===== src/sv/ttuv_pkg.sv =====
// Shared types and constants for the triangle tangent block.
`timescale 1ns / 1ps
package ttuv_pkg;
	localparam int PosW = 32;
	localparam int TexW = 24;
	localparam int TanW = 16;
	localparam int DpW = 33;
	localparam int DtW = 25;
	localparam int RawW = 60;
	localparam int MagW = 59;
	localparam int NrmW = 30;

	typedef struct packed {
		logic load_v0;
		logic load_v1;
		logic start;
		logic step;
	} ttuv_cmd_t;

	typedef struct packed {
		logic done;
	} ttuv_sts_t;
endpackage


===== src/sv/ttuv_ctrl.sv =====
// Controller: vertex phase, compute sequencing and result repetition.
`timescale 1ns / 1ps
module ttuv_ctrl (
	input  logic clk,
	input  logic arst_n,
	input  logic in_valid,
	output logic in_ready,
	output logic out_valid,
	input  logic out_ready,
	output logic last_copy,
	output ttuv_pkg::ttuv_cmd_t cmd,
	input  ttuv_pkg::ttuv_sts_t sts
);
	typedef enum logic [1:0] {S_TAKE, S_CALC, S_EMIT} state_t;
	state_t state_q;
	logic [1:0] phase_q, copy_q;
	logic take;

	assign in_ready = state_q == S_TAKE;
	assign take = in_valid && in_ready;
	assign out_valid = state_q == S_EMIT;
	assign last_copy = copy_q == 2'd2;

	always_comb begin
		cmd = '0;
		cmd.load_v0 = take && phase_q != 2'd1 && phase_q != 2'd2;
		cmd.load_v1 = take && phase_q == 2'd1;
		cmd.start = take && phase_q == 2'd2;
		cmd.step = state_q == S_CALC;
	end

	always_ff @(posedge clk or negedge arst_n) begin
		if (!arst_n) begin
			state_q <= S_TAKE;
			phase_q <= '0;
			copy_q <= '0;
		end else begin
			unique case (state_q)
				S_TAKE: if (take) begin
					if (phase_q == 2'd2) begin
						phase_q <= '0;
						state_q <= S_CALC;
					end else begin
						phase_q <= (phase_q == 2'd1) ? 2'd2 : 2'd1;
					end
				end
				S_CALC: if (sts.done) begin
					copy_q <= '0;
					state_q <= S_EMIT;
				end
				S_EMIT: if (out_ready) begin
					copy_q <= copy_q + 2'd1;
					if (copy_q == 2'd2) state_q <= S_TAKE;
				end
				default: state_q <= S_TAKE;
			endcase
		end
	end
endmodule


===== config.mk =====
export PLATFORM = sky130hd
export DESIGN_NAME = ttuv_ctrl
export DESIGN_NICKNAME = d
export VERILOG_FILES = /design/src/sv/ttuv_pkg.sv /design/src/sv/ttuv_ctrl.sv
export SDC_FILE = /design/constraint.sdc
export NUM_CORES = 1
export LEC_CHECK = 0
export ABC_AREA = 1
export BUFFER_PORTS_ARGS = -buffer_cell sky130_fd_sc_hd__clkbuf_2
export CAP_MARGIN = 10
export CORE_AREA = 2 2 39 41
export CTS_CLUSTER_DIAMETER = 30
export DETAILED_ROUTE_END_ITERATION = 10
export DIE_AREA = 0 0 41 43
export PLACE_DENSITY = 0.57
export SLEW_MARGIN = 20
export SYNTH_ARGS = -nofsm -noshare
export SYNTH_HDL_FRONTEND = slang
export SYNTH_SLANG_ARGS = --single-unit

===== constraint.sdc =====
create_clock -name clk -period 2.15 [get_ports clk]
set_input_delay 0.645 -clock clk [delete_from_list [all_inputs] [get_ports clk]]
set_output_delay 0.645 -clock clk [all_outputs]
set_load 0.01 [all_outputs]

==> impl_metrics.yaml <==
synthesis:
  ys.flop_type: "dfrtp_1"
  synthCells: 47
  syn_avg_cell_area_sq_um: 7.747
  syn-num-nets: 55
  synth.most_common_cell: "nand2_1"
  yosys.area.top_type: "dfrtp_1"
  synthSimpleGateAreaFrac_pct: 29.90
  synth-seq-cells: 6
  synth_top_family_by_area: "simple AND/OR/NAND/NOR gates"
  ys_warn_count: 0
  yosys-top-cells-area: "dfrtp_1 41%, ha_1 10%, nand2_1 10%"
  synth-edff-count: 0
  async_flop_share_pct: 100.0
  synth_commonest_cells: "10 x nand2_1, 8 x inv_1, 6 x dfrtp_1"
  muxShareOfSynthArea_pct: 0
  synth.distinct_cells: 13
  synth_xor_area_share_pct: 0
  synth_area_sq_um: 364.1
  synthAdderAreaFrac_pct: 10.31
  yosysTopAreaCellShare_pct: 41.24
  ys_seq_area_share_pct: 41.24
  synth_compound_area_share_pct: 8.247
route:
  first_pass_iters: 4
  routed_wl_microns: 638
  drt_iter0_markers: 2
  antenna_left: 0
  drc: 0
  routedWlPerCell_microns: 8.286
  avgViaCountPerCell: 4.195
  vias: 323
setup_path:
  crit_fanout: 8
  worstSetupStartpointType: "flop"
  crit_type: "reg2out"
  cp-end-kind: "output pin"
  arrival_ns: 1.29
  cp.required_ns: 1.50
timing:
  grt_setup_unrepaired: "no"
  finalHoldViolCount: 0
  finalWorstSetupSlack_ns: 0.2168
  tightest_slew_ns: 0.2186
  min_period_over_period_pct: 89.92
  tns_ns: 0
  max_freq_mhz: 517.3
  maxSlewHeadroom_pct: 85.43
  skew_ns: 0.004167
  timing.final.crit_period_ns: 1.933
  slew_violations: 0
  setup_viol: 0
cells_and_area:
  syn2layout_area_growth_pct: 26.80
  design_area_sq_um: 461.7
  drive_above_1_share_pct: 37.70
  insertedDiodeCount: 0
  nets: 71
  stdcell_count: 77
min_path:
  hp-class: "in2async"
clock_network:
  cts_tree: "done"
  root_buffer: "clkbuf_4"
  clock_path_buffers: 2
  cts_sinks: 6
  clk_pin_slew_ns: 0.05
  htreeDepth: 1
  clk_latency_ns: 0.25
  numCtsBuffers: 3
  ctsHoldBuffers: 0
  post_cts_resize_count: 0
  cts_setup_buffers: 0
floorplanning:
  initial_utilization_pct: 26.31
  dieArea_sq_mm: 0.001763
  coreArea_sq_mm: 0.001384
  dieWidth_microns: 41
  die_h_microns: 43
  rows: 14
  ios: 12
outcome:
  status: "finished, final reports clean"
global_routing:
  grt_first_pass_wirelength_microns: 1041
  grt-ovfl-total: 0
  antenna_found_initial: 0
  grt_max_degree: 9
  track_usage_pct: 9.533
  grt_pass1_vias: 313
power:
  vdd_drop_max_v: 0.0003628
  p_per_area_mw_per_mm2: 1367
  p_leak_uw: 0.0002602
placement:
  place_ws_ns: 0.3815
  gp_congestion: 0.7073
  placed_cell_area_sq_um: 439.2
  port_buffers: 11
  dpl.hpwl_microns: 525.7
  dpl.cell_count: 74
job:
  maxCapViolCount: 0
==> worst paths after layout <==
kind / start / end / slack [ns] / depth (start not counted)
max: state_q[1] / cmd[3] / 0.22 / 4
min: arst_n / state_q[0] / 0.22 / 1
max reg2reg: phase_q[0] / state_q[1] / 1.00 / 7
min reg2reg: copy_q[0] / copy_q[0] / 0.47 / 1
max in group asynchronous: arst_n / state_q[1] / 1.78 / 1
min in group clk: copy_q[0] / copy_q[0] / 0.47 / 1
==> stage by stage <==
stage / hold slack, ns / utilization [%] / power, uW
after floorplan: 0.3494 / - / 438.4
after global placement: 0.4644 / 31.74 / 529.0
after detailed placement: 0.4670 / 31.74 / 535.9
after CTS: 0.2174 / 33.36 / 643.7
after global routing: 0.2123 / 33.36 / 703.7
final: 0.2155 / 33.36 / 631.1
==> layout by cell type (no fill, tap or decap), drive strengths merged <==
cell type and n:
nand3 1, nor3 1, inv 10, nand2 13, clkbuf 14, nor2 6, o21ai 5, a21oi 1
dfrtp 6, ha 3, nand3b 1
==> kinds of logic (layout without fill, tap and decap cells) <==
kind of cell / Yosys count / count (layout)
AOI/OAI and AO/OA: 6 / 6
adders and majority gates: 3 / 3
buffers and inverters: 10 / 24
and+or+nand+nor: 22 / 22
DFF: 6 / 6
==> metal layers <==
metal	share of wire [%]	GRT usage, %	up-vias
met5	0	0	-
met4	3.0	10.00	0
met3	5.2	4.712	2
met2	48	13.75	10
met1	44	8.638	139
li1	-	-	172
==> registers in the layout, summed over array words and instances, names as in the netlist <==
name     cells
copy_q       2
state_q      2
phase_q      2
==> power breakdown <==
part	switching, uW	internal (uW)	total [uW]
Combinational	192	130	322
Clock	40.5	63.1	104
Sequential	42.1	163	206
Total	275	356	631
==> final cells by class <==
type | count | area [sq um]
inverters | 10 | 37.54
clock buffers | 3 | 22.52
fillers | 144 | 922.1
multi-input cells | 31 | 176.4
repair buffers | 11 | 55.05
flip-flops and latches | 6 | 150.1
well taps | 16 | 20.02
==> worst max-delay path, stage by stage, from the launching register on <==
cell and delay, ns:
dfrtp_1 0.44, nor2_2 0.19, nand2_2 0.13, nor3_2 0.13, clkbuf_2 0.15
(Power assumes the default switching activity.)
